[src/bsd_pkg.sv]
// Shared types, constants and the character classifier of the base64url stream decoder.
package bsd_pkg;

    localparam int QUEUE_DEPTH_DEFAULT = 4;

    localparam logic [1:0] STATUS_OK       = 2'd0;
    localparam logic [1:0] STATUS_BAD_CHAR = 2'd1;
    localparam logic [1:0] STATUS_BAD_LEN  = 2'd2;

    localparam logic [5:0] SEXTET_LOWER_BASE = 6'd26;
    localparam logic [5:0] SEXTET_DIGIT_BASE = 6'd52;
    localparam logic [5:0] SEXTET_DASH       = 6'd62;
    localparam logic [5:0] SEXTET_UNDERSCORE = 6'd63;

    typedef struct packed {
        logic [7:0] in_char;
        logic       end_of_message;
    } t_in;

    typedef struct packed {
        logic [7:0] out_byte;
        logic       last;
        logic [1:0] status;
    } t_out;

    // A classified character as it travels from the front end to the back end.
    typedef struct packed {
        logic [5:0] sextet;
        logic       is_bad;
        logic       eom;
    } t_item;

    function automatic t_item classify(input logic [7:0] ch, input logic eom);
        t_item      item;
        logic [7:0] diff;
        item.sextet = 6'd0;
        item.is_bad = 1'b0;
        item.eom    = eom;
        diff        = 8'd0;
        if (ch >= 8'h41 && ch <= 8'h5A) begin
            diff        = ch - 8'h41;
            item.sextet = diff[5:0];
        end else if (ch >= 8'h61 && ch <= 8'h7A) begin
            diff        = ch - 8'h61;
            item.sextet = diff[5:0] + SEXTET_LOWER_BASE;
        end else if (ch >= 8'h30 && ch <= 8'h39) begin
            diff        = ch - 8'h30;
            item.sextet = diff[5:0] + SEXTET_DIGIT_BASE;
        end else if (ch == 8'h2D) begin
            item.sextet = SEXTET_DASH;
        end else if (ch == 8'h5F) begin
            item.sextet = SEXTET_UNDERSCORE;
        end else begin
            item.is_bad = 1'b1;
        end
        return item;
    endfunction

endpackage

[src/bsd_front.sv]
// Front end: accepts characters and classifies them into sextets for the queue.
module bsd_front (
    input  logic           i_clk,
    input  logic           i_rst_n,
    input  logic           i_in_valid,
    output logic           o_in_stall,
    input  bsd_pkg::t_in   i_in_data,
    input  logic           i_queue_full,
    output logic           o_push,
    output bsd_pkg::t_item o_push_item
);

    assign o_in_stall  = i_queue_full;
    assign o_push      = i_in_valid && !i_queue_full;
    assign o_push_item = bsd_pkg::classify(i_in_data.in_char, i_in_data.end_of_message);

    // A stalled transaction must keep its payload until it is taken.
    assert property (@(posedge i_clk) disable iff (!i_rst_n)
        i_in_valid && o_in_stall |=> $stable(i_in_data))
        else $error("input payload changed while stalled");

endmodule

[src/bsd_queue.sv]
// Short queue of classified characters between the front end and the back end.
module bsd_queue #(
    parameter int DEPTH = bsd_pkg::QUEUE_DEPTH_DEFAULT
) (
    input  logic           i_clk,
    input  logic           i_rst_n,
    input  logic           i_push,
    input  bsd_pkg::t_item i_push_item,
    input  logic           i_pop,
    output bsd_pkg::t_item o_head,
    output logic           o_full,
    output logic           o_empty
);

    localparam int AW = (DEPTH > 1) ? $clog2(DEPTH) : 1;
    localparam int CW = $clog2(DEPTH + 1);
    localparam logic [AW-1:0] LAST_SLOT = AW'(DEPTH - 1);
    localparam logic [CW-1:0] FULL_COUNT = CW'(DEPTH);

    bsd_pkg::t_item r_slots [DEPTH];
    logic [AW-1:0]  r_wr_ptr, n_wr_ptr;
    logic [AW-1:0]  r_rd_ptr, n_rd_ptr;
    logic [CW-1:0]  r_count, n_count;
    logic           do_push, do_pop;

    assign o_full  = (r_count == FULL_COUNT);
    assign o_empty = (r_count == '0);
    assign o_head  = r_slots[r_rd_ptr];
    assign do_push = i_push && !o_full;
    assign do_pop  = i_pop && !o_empty;

    always_comb begin
        n_wr_ptr = r_wr_ptr;
        n_rd_ptr = r_rd_ptr;
        n_count  = r_count;
        if (do_push) begin
            n_wr_ptr = (r_wr_ptr == LAST_SLOT) ? '0 : r_wr_ptr + 1'b1;
        end
        if (do_pop) begin
            n_rd_ptr = (r_rd_ptr == LAST_SLOT) ? '0 : r_rd_ptr + 1'b1;
        end
        if (do_push && !do_pop) begin
            n_count = r_count + 1'b1;
        end else if (do_pop && !do_push) begin
            n_count = r_count - 1'b1;
        end
    end

    always_ff @(posedge i_clk) begin
        if (!i_rst_n) begin
            r_wr_ptr <= '0;
            r_rd_ptr <= '0;
            r_count  <= '0;
        end else begin
            r_wr_ptr <= n_wr_ptr;
            r_rd_ptr <= n_rd_ptr;
            r_count  <= n_count;
        end
    end

    always_ff @(posedge i_clk) begin
        if (do_push) begin
            r_slots[r_wr_ptr] <= i_push_item;
        end
    end

    assert property (@(posedge i_clk) disable iff (!i_rst_n)
        r_count <= FULL_COUNT)
        else $error("queue occupancy exceeds its depth");

    assert property (@(posedge i_clk) disable iff (!i_rst_n)
        do_push && !do_pop |=> r_count == $past(r_count) + 1'b1)
        else $error("queue count did not follow a lone push");

endmodule

[src/bsd_back.sv]
// Back end: tracks the quartet position, assembles bytes and holds the result register.
module bsd_back (
    input  logic           i_clk,
    input  logic           i_rst_n,
    input  bsd_pkg::t_item i_head,
    input  logic           i_empty,
    output logic           o_pop,
    output logic           o_out_valid,
    input  logic           i_out_stall,
    output bsd_pkg::t_out  o_out_data
);

    localparam logic [1:0] POS_FIRST  = 2'd0;
    localparam logic [1:0] POS_SECOND = 2'd1;
    localparam logic [1:0] POS_THIRD  = 2'd2;
    localparam logic [1:0] POS_FOURTH = 2'd3;

    logic [1:0]    r_pos, n_pos;
    logic [5:0]    r_left, n_left;
    logic          r_dropping, n_dropping;
    logic          r_out_valid;
    bsd_pkg::t_out r_out;
    logic          take;
    logic          res_valid;
    bsd_pkg::t_out res;

    assign take  = !i_empty && (!r_out_valid || !i_out_stall);
    assign o_pop = take;

    always_comb begin
        n_pos      = r_pos;
        n_left     = r_left;
        n_dropping = r_dropping;
        res_valid  = 1'b0;
        res        = '0;
        if (take) begin
            if (r_dropping) begin
                if (i_head.eom) begin
                    n_dropping = 1'b0;
                end
            end else if (i_head.is_bad) begin
                res_valid  = 1'b1;
                res.last   = 1'b1;
                res.status = bsd_pkg::STATUS_BAD_CHAR;
                n_pos      = POS_FIRST;
                n_left     = '0;
                n_dropping = !i_head.eom;
            end else begin
                unique case (r_pos)
                    POS_FIRST: begin
                        if (i_head.eom) begin
                            res_valid  = 1'b1;
                            res.last   = 1'b1;
                            res.status = bsd_pkg::STATUS_BAD_LEN;
                        end else begin
                            n_left = i_head.sextet;
                            n_pos  = POS_SECOND;
                        end
                    end
                    POS_SECOND: begin
                        res_valid    = 1'b1;
                        res.out_byte = {r_left, i_head.sextet[5:4]};
                        n_left       = {2'b00, i_head.sextet[3:0]};
                        n_pos        = POS_THIRD;
                    end
                    POS_THIRD: begin
                        res_valid    = 1'b1;
                        res.out_byte = {r_left[3:0], i_head.sextet[5:2]};
                        n_left       = {4'b0000, i_head.sextet[1:0]};
                        n_pos        = POS_FOURTH;
                    end
                    POS_FOURTH: begin
                        res_valid    = 1'b1;
                        res.out_byte = {r_left[1:0], i_head.sextet};
                        n_left       = '0;
                        n_pos        = POS_FIRST;
                    end
                    default: begin
                        n_pos = POS_FIRST;
                    end
                endcase
                res.last = i_head.eom;
                // The end flag returns the decoder to its idle state whatever the position.
                if (i_head.eom) begin
                    n_pos  = POS_FIRST;
                    n_left = '0;
                end
            end
        end
    end

    always_ff @(posedge i_clk) begin
        if (!i_rst_n) begin
            r_pos       <= POS_FIRST;
            r_left      <= '0;
            r_dropping  <= 1'b0;
            r_out_valid <= 1'b0;
        end else begin
            r_pos      <= n_pos;
            r_left     <= n_left;
            r_dropping <= n_dropping;
            if (take && res_valid) begin
                r_out_valid <= 1'b1;
            end else if (!i_out_stall) begin
                r_out_valid <= 1'b0;
            end
        end
    end

    always_ff @(posedge i_clk) begin
        if (take && res_valid) begin
            r_out <= res;
        end
    end

    assign o_out_valid = r_out_valid;
    assign o_out_data  = r_out;

    assert property (@(posedge i_clk) disable iff (!i_rst_n)
        r_out_valid && r_out.status != bsd_pkg::STATUS_OK
            |-> r_out.out_byte == 8'd0 && r_out.last)
        else $error("error result without zero byte and last flag");

    assert property (@(posedge i_clk) disable iff (!i_rst_n)
        r_dropping |-> r_pos == POS_FIRST && r_left == 6'd0)
        else $error("position or leftover bits kept while dropping");

    assert property (@(posedge i_clk) disable iff (!i_rst_n)
        (r_pos == POS_THIRD |-> r_left[5:4] == 2'b00) and
        (r_pos == POS_FOURTH |-> r_left[5:2] == 4'b0000))
        else $error("leftover bits wider than the quartet position allows");

    assert property (@(posedge i_clk) disable iff (!i_rst_n)
        r_out_valid && i_out_stall |=> r_out_valid && $stable(r_out))
        else $error("stalled result lost or overwritten");

endmodule

[src/base64url_stream_decoder.sv]
// Top level of the unpadded base64url stream decoder.
// One character is accepted per cycle while not stalled, and at most one byte or error result
// leaves per cycle; each character passes through a queue slot before the back end registers
// its result. The back end's position, leftover-bit and drop registers update per character,
// so the sustained rate is one character per clock while the output does not stall. The
// QUEUE_DEPTH-entry queue between the classifier and the byte assembler absorbs output stalls;
// the input stalls only once that queue is full. Errors end with a result whose last flag is
// set, and the remainder of a failed message up to its end flag is consumed without results.
module base64url_stream_decoder #(
    parameter int QUEUE_DEPTH = bsd_pkg::QUEUE_DEPTH_DEFAULT
) (
    input  logic          i_clk,
    input  logic          i_rst_n,
    input  logic          i_in_valid,
    output logic          o_in_stall,
    input  bsd_pkg::t_in  i_in_data,
    output logic          o_out_valid,
    input  logic          i_out_stall,
    output bsd_pkg::t_out o_out_data
);

    logic           push;
    bsd_pkg::t_item push_item;
    logic           pop;
    bsd_pkg::t_item head;
    logic           queue_full;
    logic           queue_empty;

    bsd_front u_front (
        .i_clk        (i_clk),
        .i_rst_n      (i_rst_n),
        .i_in_valid   (i_in_valid),
        .o_in_stall   (o_in_stall),
        .i_in_data    (i_in_data),
        .i_queue_full (queue_full),
        .o_push       (push),
        .o_push_item  (push_item)
    );

    bsd_queue #(
        .DEPTH (QUEUE_DEPTH)
    ) u_queue (
        .i_clk       (i_clk),
        .i_rst_n     (i_rst_n),
        .i_push      (push),
        .i_push_item (push_item),
        .i_pop       (pop),
        .o_head      (head),
        .o_full      (queue_full),
        .o_empty     (queue_empty)
    );

    bsd_back u_back (
        .i_clk       (i_clk),
        .i_rst_n     (i_rst_n),
        .i_head      (head),
        .i_empty     (queue_empty),
        .o_pop       (pop),
        .o_out_valid (o_out_valid),
        .i_out_stall (i_out_stall),
        .o_out_data  (o_out_data)
    );

endmodule
[config.mk]
export PLATFORM = sky130hd
export DESIGN_NAME = base64url_stream_decoder
export DESIGN_NICKNAME = d
export VERILOG_FILES = /design/src/bsd_pkg.sv /design/src/bsd_front.sv /design/src/bsd_queue.sv /design/src/bsd_back.sv /design/src/base64url_stream_decoder.sv
export SDC_FILE = /design/constraint.sdc
export NUM_CORES = 1
export LEC_CHECK = 0
export BUFFER_PORTS_ARGS = -buffer_cell sky130_fd_sc_hd__buf_2
export CORE_UTILIZATION = 44
export CTS_CLUSTER_SIZE = 20
export DETAILED_ROUTE_END_ITERATION = 10
export SYNTH_ARGS = -nofsm -noshare
export SYNTH_HDL_FRONTEND = slang
export SYNTH_SLANG_ARGS = --single-unit
[constraint.sdc]
create_clock -name i_clk -period 2.8 [get_ports i_clk]
set_clock_uncertainty 0.1 [all_clocks]
set_input_delay 0.7 -clock i_clk [delete_from_list [all_inputs] [get_ports i_clk]]
set_output_delay 0.7 -clock i_clk [all_outputs]
set_load 0.01 [all_outputs]
After elaboration in Yosys (flattened, before gate mapping):

Memory sizes are Yosys's and may differ from the RTL's. A register that Yosys moved wholly into a read port is not among the register bits.
Cells that the tools add are included.

* memories: 1
* register bits after elaboration: 28
* bits in writable memories: 32
* output and inout port bits: 13
* logic and storage cells: 103
* input bits: 13

* reductions and logical operators: 26
* multiplexer cells: 38
* $lt $le $gt $ge: 6
* bitwise logic cells: 3
* eq/ne operators: 9
* add/subtract/negate cells: 9

Memories
* u_queue.r_slots: words 4, width 8, rd ports 1, clocked after memory_dff 1, wr ports 1, RTL line bsd_queue.sv:20 `bsd_pkg::t_item r_slots [DEPTH];`

Operators by type and width (count)
* 2-to-1 mux 6 bit: 7
* one-hot mux 6 bit (4 select lines): 1
* one-hot mux 8 bit (3 select lines): 1
* >= comparator 8 x 7 -> 1 bit (second input constant): 2
* <= comparator 8 x 7 -> 1 bit (second input constant): 2
* 2-to-1 mux 1 bit: 16
* 2-to-1 mux 2 bit: 8
* subtractor 6 bit (second input constant): 2
* logical AND 1 bit: 10
* 2-to-1 mux 3 bit: 3
* equality test 2 bit (second input constant): 4
* equality test 8 x 6 -> 1 bit (second input constant): 1
* equality test 8 x 7 -> 1 bit (second input constant): 1
* >= comparator 8 x 6 -> 1 bit (second input constant): 1
* <= comparator 8 x 6 -> 1 bit (second input constant): 1
* one-hot mux 2 bit (4 select lines): 1
* zero test 1 bit: 7
* adder 6 x 5 -> 6 bit (second input constant): 1
* adder 6 bit (second input constant): 1
* OR reduction 3 bit: 2
* subtractor 6 x 1 -> 6 bit (second input constant): 1
* adder 2 x 1 -> 2 bit (second input constant): 2
* OR reduction 4 bit: 1
* adder 3 x 1 -> 3 bit (second input constant): 1
* 12 further kinds: 14

Depth between registers and ports, before layout:

Gate-level depths: netlist of the first run.

* depth in word-level cells: 8
* depth in mapped cells: 9
* depth with buffers taken out: 9

Hierarchy:

Synthesis of the first run repeated with hierarchy kept, for this count alone.

* cells, all modules: 267
* area total of the unflattened synthesis: 3170.5 um^2

Modules (own cells, without submodules)
* bsd_queue: seq. area each 1141.1 um^2, instances 1, area each 1630.3 um^2, cells an instance 93
* bsd_back: seq. area each 530.5 um^2, instances 1, area each 958.4 um^2, cells an instance 89
* bsd_front: seq. area each 0.0 um^2, instances 1, area each 581.8 um^2, cells an instance 85

Worst setup path before layout of the first run:

OpenSTA, ideal clock, no wires.

* kind: input to register
* start: input port i_out_stall
* end: register u_back.r_out, in the netlist u_back.o_out_data[0], enable pin
* arrival time: 1963 ps
* cell stages on the path: 4
* slack: 353 ps
* setup time: 384 ps
* path buffers: 1
* data required time: 2316 ps
* cells stage by stage: and2_1 -> or3_1 -> buf_2 -> a21oi_1

* longest elaborated chain between the ends: 5

Ends and longest elaborated chain
* start, declared: RTL line base64url_stream_decoder.sv:18 `input logic i_out_stall,`
* zero test 1 bit *: RTL line bsd_back.sv:27 `assign take = !i_empty && (!r_out_valid || !i_out_stall);`
* logical OR 1 bit *: RTL line bsd_back.sv:27
* logical AND 1 bit *: RTL line bsd_back.sv:27
* 2-to-1 mux 1 bit: RTL line bsd_back.sv:36 `if (take) begin`
* logical AND 1 bit *: RTL line bsd_back.sv:111 `if (take && res_valid) begin`
* end signal, assigned: RTL line bsd_back.sv:112 `r_out <= res;`
* end, declared: RTL line bsd_back.sv:22 `bsd_pkg::t_out r_out;`

Mark *: on every way between the ends. The rest lies on a longest branch, timed or not.
A chain may end at the register's enable or synchronous reset.

Worst setup path in the final report of the first run:

* start: register u_queue.r_count[0]
* end: register u_queue.r_count[2]

* longest elaborated chain between the ends: 7
* elaborated cells on any way between the ends: 17
* classes of those cells: 2 x add/sub; 1 x eq/ne; 2 x mux; 12 x reduce/logical

Ends and longest elaborated chain
* start, declared: RTL line bsd_queue.sv:23 `logic [CW-1:0] r_count, n_count;`
* start signal, assigned: RTL line bsd_queue.sv:57 `r_count <= n_count;`
* parallel branches: the longest is 7 deep, another holds subtractor 3 x 1 -> 3 bit

Several ways; the timed one is not identified. The select of a mux whose other input is x is not followed.

==> results.md, run 1 <==
- Outcome: finished, final reports clean
- TritonCTS Buffers: 9
- Max Fclk: about 420 MHz
- Clock latency on the worst-skew pair: 0.34 ns
- Mapped cell area: slightly above 3000 sq um
- Die height: between 80 and 90 um
- Tmin final: roughly 2.4 ns
- Initial antenna violation count: 0
- Synthesized area per cell: 12.83 sq um
- Most frequent cell after synthesis: edfxtp_1
- Hold Path Class: reg2reg
- Layout area overhead: 13.72%
- Yosys warning total: 0
- Setup slack, reg-to-reg: approximately 0.40 ns
- Top post-synthesis cells by area: edfxtp_1, dfxtp_1, ha_1
- CP top delay family: simple AND/OR/NAND/NOR gates
- Drt pass-1 iters: 6
- Crit-path cells: nor3_2 > nor2_1 > inv_1 > ha_1 > inv_1 > fa_1 > xor2_1 > or3_1 > a21oi_1
- Critical path data required time: 2.97 ns
- Hold Startpoint: u_back.r_left[4]$_SDFFE_PN0P_
- #FFs+latches synth: 62
- Pre-CTS setup slack: between 0.1 and 0.15 ns
- RR Endpoint: u_queue.r_count[2]$_SDFFE_PN0P_
- Number of hold buffers added after CTS: 0
- Synth Flop Type: edfxtp_1
- Vias in the first global route: roughly 1900
- Tcrit/Tclk final: 0.8554
- DP Wirelength: between 3000 and 4000 um
- Pin count of the biggest net entering global routing: 13
- Slowest CP cell: fa_1
- Routed Antenna Nets: 0
- Clock Pin Slew Worst Setup and Hold Paths: around 0.070 ns
- Setup crit end kind: register
- CP Max Fanout: 4
- Worst Hold Depth: 1
- CTS tree: yes
- Synth top area share: 0.4228
- Share of cells above drive strength 1: 0.2073
- Crit path top cell by count: inv_1
- Max incr delay on CP: ~0.38 ns
- Hold Vio Cnt, Final: 0
- First-pass GRT wire length: around 8900 um
- Final WL: 5355 um
- Root Driver: clkbuf_8
- Commonest cells in the netlist: edfxtp_1, nor2_1, ha_1, dfxtp_1, inv_1
- Sink Count: a little over 60
- Drc violations: 0
- Ys async rst share: 0
- RSZ-0062 raised after global routing: false
- Total track usage: 0.1616
- Die Footprint: 7279 sq um
- Unique masters post-synth: 42
- Leakage: 1.325 nW
- Max-slew violations: 0
- DRT iter0 DRCs: around 100
- Setup CP Type: reg2reg
- Max Cap Violations: 0
- Sequential area share after synthesis: 0.5473
- PortBufs: 25
- Fin worst setup slack: 0.4049 ns
- Drt wl/cell: between 15 and 20 um
- TNS Setup: 0 ns
- Total power: ~3.0 mW
- # nets final: around 300
- Non-Filler Instances: 352
- # setup viols final: 0
- Pwr dens: around 860 nW/um^2
- Initial Utilization: 0.4676
- IO Count: 26
- R2R depth: 9
- Post-CTS Setup Bufs: 0
- Slew @ Worst Pin: 0.4753 ns
- # diodes: 0
- Peak VDD IR: approximately 0.00044 V
- Syn Nets: around 270
- Instance count of the mapped netlist: approximately 240
- Rows: 29
- Cell count after placement: roughly 340
- Core area: 6531 sq um
- Final GP Congestion: 0.8847
- Vias/cell: ~5.5
- Total number of vias: ~1900
- Die width: roughly 85 um
- Global route total overflow: 0
- Final hold slack: approximately 0.38 ns
- Post-synth EDFFs: 43
- Buffers & Inverters on Critical Path: 2
- Startpoint types: register
- CTS max path bufs: 2
- Slew margin rel.: 0.6789
- Critical Path AT: ~2.6 ns
- RR Startpoint: u_queue.r_count[0]$_SDFFE_PN0P_
- Cell taking the most area after synthesis: edfxtp_1
- WHS Endpoint: u_back.r_left[4]$_SDFFE_PN0P_
- # H-tree levels: 3
-- report_power, final --
group | leakage (nW) | internal [mW] | switching, mW
clock | 0.0978 | 0.423 | 0.338
combinational | 0.668 | 0.375 | 0.517
sequential | 0.559 | 1.23 | 0.117
-- area by class of cell --
type,instances,area (sq um)
fill,596,3058
inverter,16,60.06
timing repair buffer,31,170.2
tap,77,96.34
clock inverter,2,12.51
multi-input combinational,150,1279
clock buffer,14,183.9
sequential,62,1672
-- flip-flops by register name, summed over array words and instances (netlist names), named ones only --
register,cells
u_back.o_out_data,11
u_back.o_out_valid,1
u_back.r_dropping,1
u_back.r_left,6
u_back.r_pos,2
u_queue.r_count,3
u_queue.r_rd_ptr,2
u_queue.r_slots,32
u_queue.r_wr_ptr,2
-- cells by family (layout without fill, tap and decap cells) --
kind of cell / count (synthesis) / in the layout / synth area share
flops: 62 / 62 / 0.5473
fa+ha+maj: 21 / 21 / 0.08849
mux: 18 / 18 / 0.1008
xor+xnor: 6 / 6 / 0.01721
compound gates: 43 / 43 / 0.1098
simple gates: 62 / 62 / 0.1008
buf+inv: 26 / 63 / 0.03564
-- repair_timing --
| action | 4_1_cts | 5_1_grt |
|---|---|---|
| resized for setup | 0 | 1 |
| hold endpoints to repair | 0 | 0 |
| endpoints found under the setup margin | 0 | 1 |
-- worst max-delay path by stage --
stage                                         start                            endpoint  slack, ns  cells past startpoint
floorplan                               i_out_stall  u_back.o_out_data[0]$_SDFFCE_PN0P_       0.35                      4
global placement                       i_in_data[2]     u_queue.r_slots[2][7]$_DFFE_PP_       0.17                      8
detailed placement                     i_in_data[2]     u_queue.r_slots[2][7]$_DFFE_PP_       0.11                      8
CTS                 u_queue.r_count[0]$_SDFFE_PN0P_     u_queue.r_count[2]$_SDFFE_PN0P_       0.21                      9
global route                           i_in_data[4]     u_queue.r_slots[3][7]$_DFFE_PP_       0.18                      7
finish              u_queue.r_count[0]$_SDFFE_PN0P_     u_queue.r_count[2]$_SDFFE_PN0P_       0.40                      9
-- per-stage QoR --
| stage | utilization | cell area [sq um] |
|---|---|---|
| 6_report | 0.5318 | 3473 |
| 5_1_grt | 0.5318 | 3473 |
| 3_3_place_gp | 0.5010 | 3272 |
| 3_5_place_dp | 0.5010 | 3272 |
| 4_1_cts | 0.5310 | 3468 |
| 2_1_floorplan | - | 3054 |
-- metal layers --
| metal | part of all wire | up-vias | GRT usage |
|---|---|---|---|
| met5 | 0 | - | 0 |
| met4 | 0.026 | 0 | 0.09091 |
| met3 | 0.038 | 12 | 0.03307 |
| met2 | 0.48 | 55 | 0.2727 |
| met1 | 0.46 | 915 | 0.1935 |
| li1 | - | 959 | - |
-- cell usage in the layout (no fill, tap or decap), drive strengths merged, types with 2 or more instances in the layout --
cell type,Yosys,routed
a21oi,8,8
a221oi,2,2
a222oi,8,8
a22o,2,2
a31oi,2,2
a32o,4,4
and2,6,6
buf,8,31
clkbuf,2,14
dfxtp,19,19
edfxtp,43,43
ha,20,20
inv,16,16
mux2,4,4
mux2i,6,6
mux4,8,8
nand2,11,11
nand3,3,3
nor2,25,25
nor2b,3,3
nor3,3,3
nor3b,2,2
nor4,3,3
o211ai,2,2
o21a,2,2
o21ai,9,9
or3,3,3
xnor2,3,3
xor2,3,3
No activity file was read; power rests on OpenSTA's default activity.
==> inputs of run 2 (changes only) <==
CORE_UTILIZATION = 35   (was 44)
PLACE_DENSITY = 0.6   (was not set)
SYNTH_HIERARCHICAL = 1   (was not set)
==> results.md, run 2 <==
- # setup viols final: 0
- Top post-synthesis cells by area: edfxtp_1, dfxtp_1, ha_1
- Hold Vio Cnt, Final: 0
- Routed Antenna Nets: 0
- Hold Startpoint: u_back/r_left[4]$_SDFFE_PN0P_
- First-pass GRT wire length: about 10000 um
- Setup crit end kind: register
- Ys async rst share: 0
- Core area: 8763 sq um
- Critical Path AT: roughly 2.6 ns
- Synth Area in Compound Gates: 0.1358
- Rows: 34
- Startpoint types: input pin
- Drt pass-1 iters: 4
- # nets final: between 300 and 400
- Tcrit/Tclk final: 0.9245
- Final hold slack: 0.3535 ns
- # diodes: 0
- Largest register FFs: 32
- IO Count: 26
- Sink Count: a little over 60
- Final GP Congestion: between 0.8 and 0.9
- Slew @ Worst Pin: 0.5543 ns
- Post-route cell area: about 3700 sq um
- Yosys warning total: 6
- R2R depth: 9
- Multiplexer share of the synthesized area: 0.06630
- Syn Nets: roughly 300
- Leakage: around 1.4 nW
- Sequential area share after synthesis: 0.5272
- Setup slack, reg-to-reg: 0.30 ns
- Vias/cell: around 5.2
- Synth Area in Simple Gates: 0.1279
- Most frequent cell after synthesis: edfxtp_1
- Max-slew violations: 0
- DRT iter0 DRCs: 195
- Share of cells above drive strength 1: 0.2468
- Post-place instance area: about 3500 sq um
- Unique masters post-synth: 53
- DP Wirelength: 4406 um
- Number of hold buffers added after CTS: 0
- #FFs+latches synth: 62
- Pre-CTS setup slack: -0.1126 ns
- Worst Hold Depth: 2
- Die Footprint: ~9400 sq um
- Mapped cell area: around 3200 sq um
- Instance count of the mapped netlist: about 270
- CTS max path bufs: 2
- Layout area overhead: 17.09%
- Post-synth EDFFs: 43
- Initial antenna violation count: 0
- CTS tree: yes
- RSZ-0062 raised after global routing: false
- Non-Filler Instances: approximately 420
- Critical path data required time: 2.78 ns
- Root Driver: clkbuf_8
- Drc violations: 0
- Final WL: 6116 um
- Total power: 3.062 mW
- Total track usage: 0.1381
- Xor/xnor share of the synthesized area: 0.008287
- Synth Flop Type: edfxtp_1
- Slew margin rel.: 0.6273
- Setup CP Type: in2reg
- TritonCTS Buffers: 9
- Die width: 97.18 um
- Commonest non-fill, non-tap cell in the layout: edfxtp_1
- PortBufs: 25
- Drt wl/cell: 14.42 um
- CP Max Fanout: 10
- Vias in the first global route: 2190
- Cell taking the most area after synthesis: edfxtp_1
- Fin worst setup slack: around 0.21 ns
- TNS Setup: 0 ns
- # H-tree levels: 3
- RR Startpoint: u_queue/r_count[1]$_SDFFE_PN0P_
- Peak VDD IR: approximately 0.00025 V
- Tmin final: 2.589 ns
- Max Cap Violations: 0
- Synthesized area per cell: approximately 12 sq um
- Clock Pin Slew Worst Setup and Hold Paths: approximately 0.070 ns
- Commonest cells in the netlist: edfxtp_1, ha_1, dfxtp_1, nand2_1, nor2_1
- Total number of vias: approximately 2200
- Commonest non-fill, non-tap cells in the layout: edfxtp_1, buf_2, buf_4
- Global route total overflow: 0
- Synth top area share: 0.4073
- Initial Utilization: 0.3618
- Main combinational cell family by area after synthesis: compound AO/OA/AOI/OAI gates
- Die height: between 90 and 100 um
- Clock latency on the worst-skew pair: 0.33 ns
- Worst setup startpoint: i_in_data[4]
- Pin count of the biggest net entering global routing: 22
- Cell count after placement: around 410
- Outcome: finished, final reports clean
- Final Util: 0.4236
- Hold Path Class: reg2reg
- Post-Synth Adder-Cell Area: 0.08524
- Most flop-heavy register: u_queue/r_slots
- Max Fclk: approximately 390 MHz
- Pwr dens: between 800 and 900 nW/um^2
run 2: cell types whose count changed after synthesis, sizes merged, moves of 5 or more:
cell	previous run	this run
nand3	3	11
nand2	11	19
nor2	25	16
a21oi	8	13
run 2: metal layers:
metal	wire, um	vias up	share of wire	track usage
met3	258	7	0.042	0.03453
met1	2699	1067	0.44	0.1680
met5	0	-	0	0
met2	3086	64	0.50	0.2308
met4	72	0	0.012	0.06200
li1	-	1084	-	-
run 2: power breakdown:
| group | total [mW] | switching (mW) | internal, mW |
|---|---|---|---|
| Sequential | 1.35 | 0.115 | 1.23 |
| Clock | 0.756 | 0.328 | 0.428 |
| Combinational | 0.960 | 0.545 | 0.415 |
| Total | 3.06 | 0.988 | 2.07 |
run 2: cell families after synthesis:
kind of cell	Yosys count
and+or+nand+nor	78
DFF	62
AOI/OAI and AO/OA	60
buffers and inverters	32
adders and majority gates	21
muxes	11
xor gates and xnor gates	3
run 2: layout make-up:
class	count	area, sq um
inverters	16	61.31
flip-flops and latches	62	1672
repair buffers	49	305.3
multi-input cells	173	1348
clock inverters	5	50.05
well taps	108	135.1
fillers	836	5051
clock buffers	11	141.4
run 2: path summary, 6_finish.rpt:
check / to
worst max-delay path: u_queue/r_slots[1][5]$_DFFE_PP_
worst min register to register: u_back/r_left[4]$_SDFFE_PN0P_
worst max register to register: u_queue/r_count[2]$_SDFFE_PN0P_
worst min-delay path: u_back/r_left[4]$_SDFFE_PN0P_
run 2: worst max-delay path: stages:
cell and delay (ns):
buf_2 0.13, inv_1 0.13, ha_1 0.17, inv_1 0.05, o211ai_1 0.20, or4b_1 0.63, o22ai_1 0.23, a211oi_1 0.08
o32ai_1 0.24
run 2: what timing repair did:
item / 4_1_cts / 5_1_grt
setup buffers: 0 / 0
endpoints found under the setup margin: 0 / 1
resized for setup: 0 / 1
==> inputs of run 3 (changes only) <==
REMOVE_ABC_BUFFERS = 1   (was not set)
==> results.md, run 3 (same netlist as run 2, synthesis figures left out) <==
- Drt pass-1 iters: 5
- Startpoint types: input pin
- Max Fclk: roughly 390 MHz
- Total track usage: 0.1331
- Clock Pin Slew Worst Setup and Hold Paths: 0.06 ns
- Routed Antenna Nets: 0
- Total power: 3.000 mW
- Setup CP Type: in2reg
- Peak VDD IR: 0.0002469 V
- Tcrit/Tclk final: 0.9276
- Share of cells above drive strength 1: 0.2290
- Fin worst setup slack: approximately 0.2 ns
- Pin count of the biggest net entering global routing: 22
- Non-Filler Instances: approximately 420
- RSZ-0062 raised after global routing: false
- Largest register FFs: 32
- Die height: slightly below 100 um
- Pre-CTS setup slack: -0.09849 ns
- Drc violations: 0
- Levels on crit path: 9
- Initial Utilization: 0.3618
- # nets final: 339
- Layout area overhead: 15.39%
- CTS tree: yes
- Sink Count: just over 60
- PortBufs: 25
- Cell count after placement: 402
- First-pass GRT wire length: 9839 um
- CP top delay family: compound AO/OA/AOI/OAI gates
- RR Endpoint: u_queue/r_count[2]$_SDFFE_PN0P_
- Final WL: ~5900 um
- Slew @ Worst Pin: approximately 0.58 ns
- Leakage: 1.390 nW
- Crit path top cell by count: a311oi_1
- CP Max Fanout: 10
- Commonest non-fill, non-tap cells in the layout: edfxtp_1, buf_2, ha_1
- Final GP Congestion: around 0.87
- Tmin final: 2.597 ns
- Worst setup startpoint: i_in_data[3]
- Worst Hold Depth: 2
- Vias in the first global route: ~2100
- RR Startpoint: u_queue/r_count[1]$_SDFFE_PN0P_
- CTS max path bufs: 2
- Slowest CP cell: or4b_1
- Critical Path End: u_queue/r_slots[1][5]$_DFFE_PP_
- Vias/cell: between 5 and 6
- Die Footprint: 9443 sq um
- DP Wirelength: 4214 um
- DRT iter0 DRCs: roughly 140
- Clock latency on the worst-skew pair: ~0.33 ns
- Hold Path Class: reg2reg
- Outcome: finished, final reports clean
- Core area: between 8000 and 9000 sq um
- Crit-path cells: buf_2 > inv_1 > ha_1 > a21oi_1 > a311oi_1 > or4b_1 > a31oi_1 > a311oi_1 > o32ai_1
- Setup crit end kind: register
- Buffers & Inverters on Critical Path: 2
- Max incr delay on CP: roughly 0.65 ns
- Most flop-heavy register: u_queue/r_slots
- Critical Path AT: between 2 and 3 ns
- Setup slack, reg-to-reg: between 0.3 and 0.4 ns
- Slew margin rel.: 0.6108
- Root Driver: clkbuf_8
- TritonCTS Buffers: 9
- Pwr dens: between 800 and 900 nW/um^2
- Global route total overflow: 0
- Hold Vio Cnt, Final: 0
- R2R depth: 9
- Final Util: 0.4175
- Drt wl/cell: approximately 14 um
- Die width: 97.18 um
- Commonest non-fill, non-tap cell in the layout: edfxtp_1
- Max Cap Violations: 0
- Post-CTS Setup Bufs: 0
- Total number of vias: about 2200
- # setup viols final: 0
- Initial antenna violation count: 0
- Max-slew violations: 0
- Rows: 34
- Final hold slack: 0.3636 ns
- IO Count: 26
- # diodes: 0
- Critical path data required time: about 2.8 ns
- # H-tree levels: 3
[run 3: cell count changes in the layout (fill, tap and decap cells not counted)]
| cell | change |
|---|---|
| clkinvlp_4 | -1 |
| buf_4 | -6 |
| clkbuf_16 | +1 |
| clkinv_1 | -2 |
| clkbuf_1 | +3 |
| bufinv_16 | -1 |
[run 3: timing repair]
| action | 4_1_cts | 5_1_grt |
|---|---|---|
| setup endpoints to repair | 0 | 1 |
| gates resized for setup | 0 | 1 |
| hold buffers | 0 | 0 |
| hold endpoints to repair | 0 | 0 |
[run 3: routing by layer]
| metal | global-route usage | wire, um |
|---|---|---|
| met1 | 0.1522 | 2536 |
| met2 | 0.2232 | 2984 |
| met3 | 0.03525 | 226 |
| met4 | 0.07922 | 139 |
| met5 | 0 | 0 |
[run 3: worst min path at each step]
stage                                                to                          start
after global routing      u_back/r_left[4]$_SDFFE_PN0P_  u_back/r_left[4]$_SDFFE_PN0P_
final                     u_back/r_left[5]$_SDFFE_PN0P_  u_back/r_left[5]$_SDFFE_PN0P_
after detailed placement  u_back/r_left[4]$_SDFFE_PN0P_  u_back/r_left[4]$_SDFFE_PN0P_
after floorplan           u_back/r_left[4]$_SDFFE_PN0P_  u_back/r_left[4]$_SDFFE_PN0P_
after global placement    u_back/r_left[4]$_SDFFE_PN0P_  u_back/r_left[4]$_SDFFE_PN0P_
after CTS                 u_back/r_left[4]$_SDFFE_PN0P_  u_back/r_left[4]$_SDFFE_PN0P_
[run 3: area by class of cell]
type | instances | area (sq um)
inverter | 16 | 61.31
timing repair buffer | 43 | 260.3
clock buffer | 15 | 177.7
clock inverter | 1 | 5.005
tap | 108 | 135.1
fill | 830 | 5105
sequential | 62 | 1672
multi-input combinational | 173 | 1348
[run 3: where the power goes]
group	total, mW	switching, mW	internal, mW
clock network	0.715	0.316	0.400
logic	0.946	0.538	0.408
registers	1.34	0.107	1.23
[run 3: worst reg2reg max path: stages (launching register included)]
cell and delay [ns]:
dfxtp_1 0.37, nor3_2 0.29, a21oi_1 0.12, o31ai_1 0.18, ha_1 0.29, inv_1 0.06
fa_1 0.37, xor2_1 0.16, or3_1 0.29, a21boi_0 0.16
[run 3: stage by stage]
| stage | setup TNS (ns) | instance area (sq um) |
|---|---|---|
| 2_1_floorplan | 0 | 3075 |
| 3_3_place_gp | -0.03229 | 3471 |
| 3_5_place_dp | -1.227 | 3471 |
| 4_1_cts | 0 | 3654 |
| 5_1_grt | 0 | 3659 |
| 6_report | 0 | 3659 |
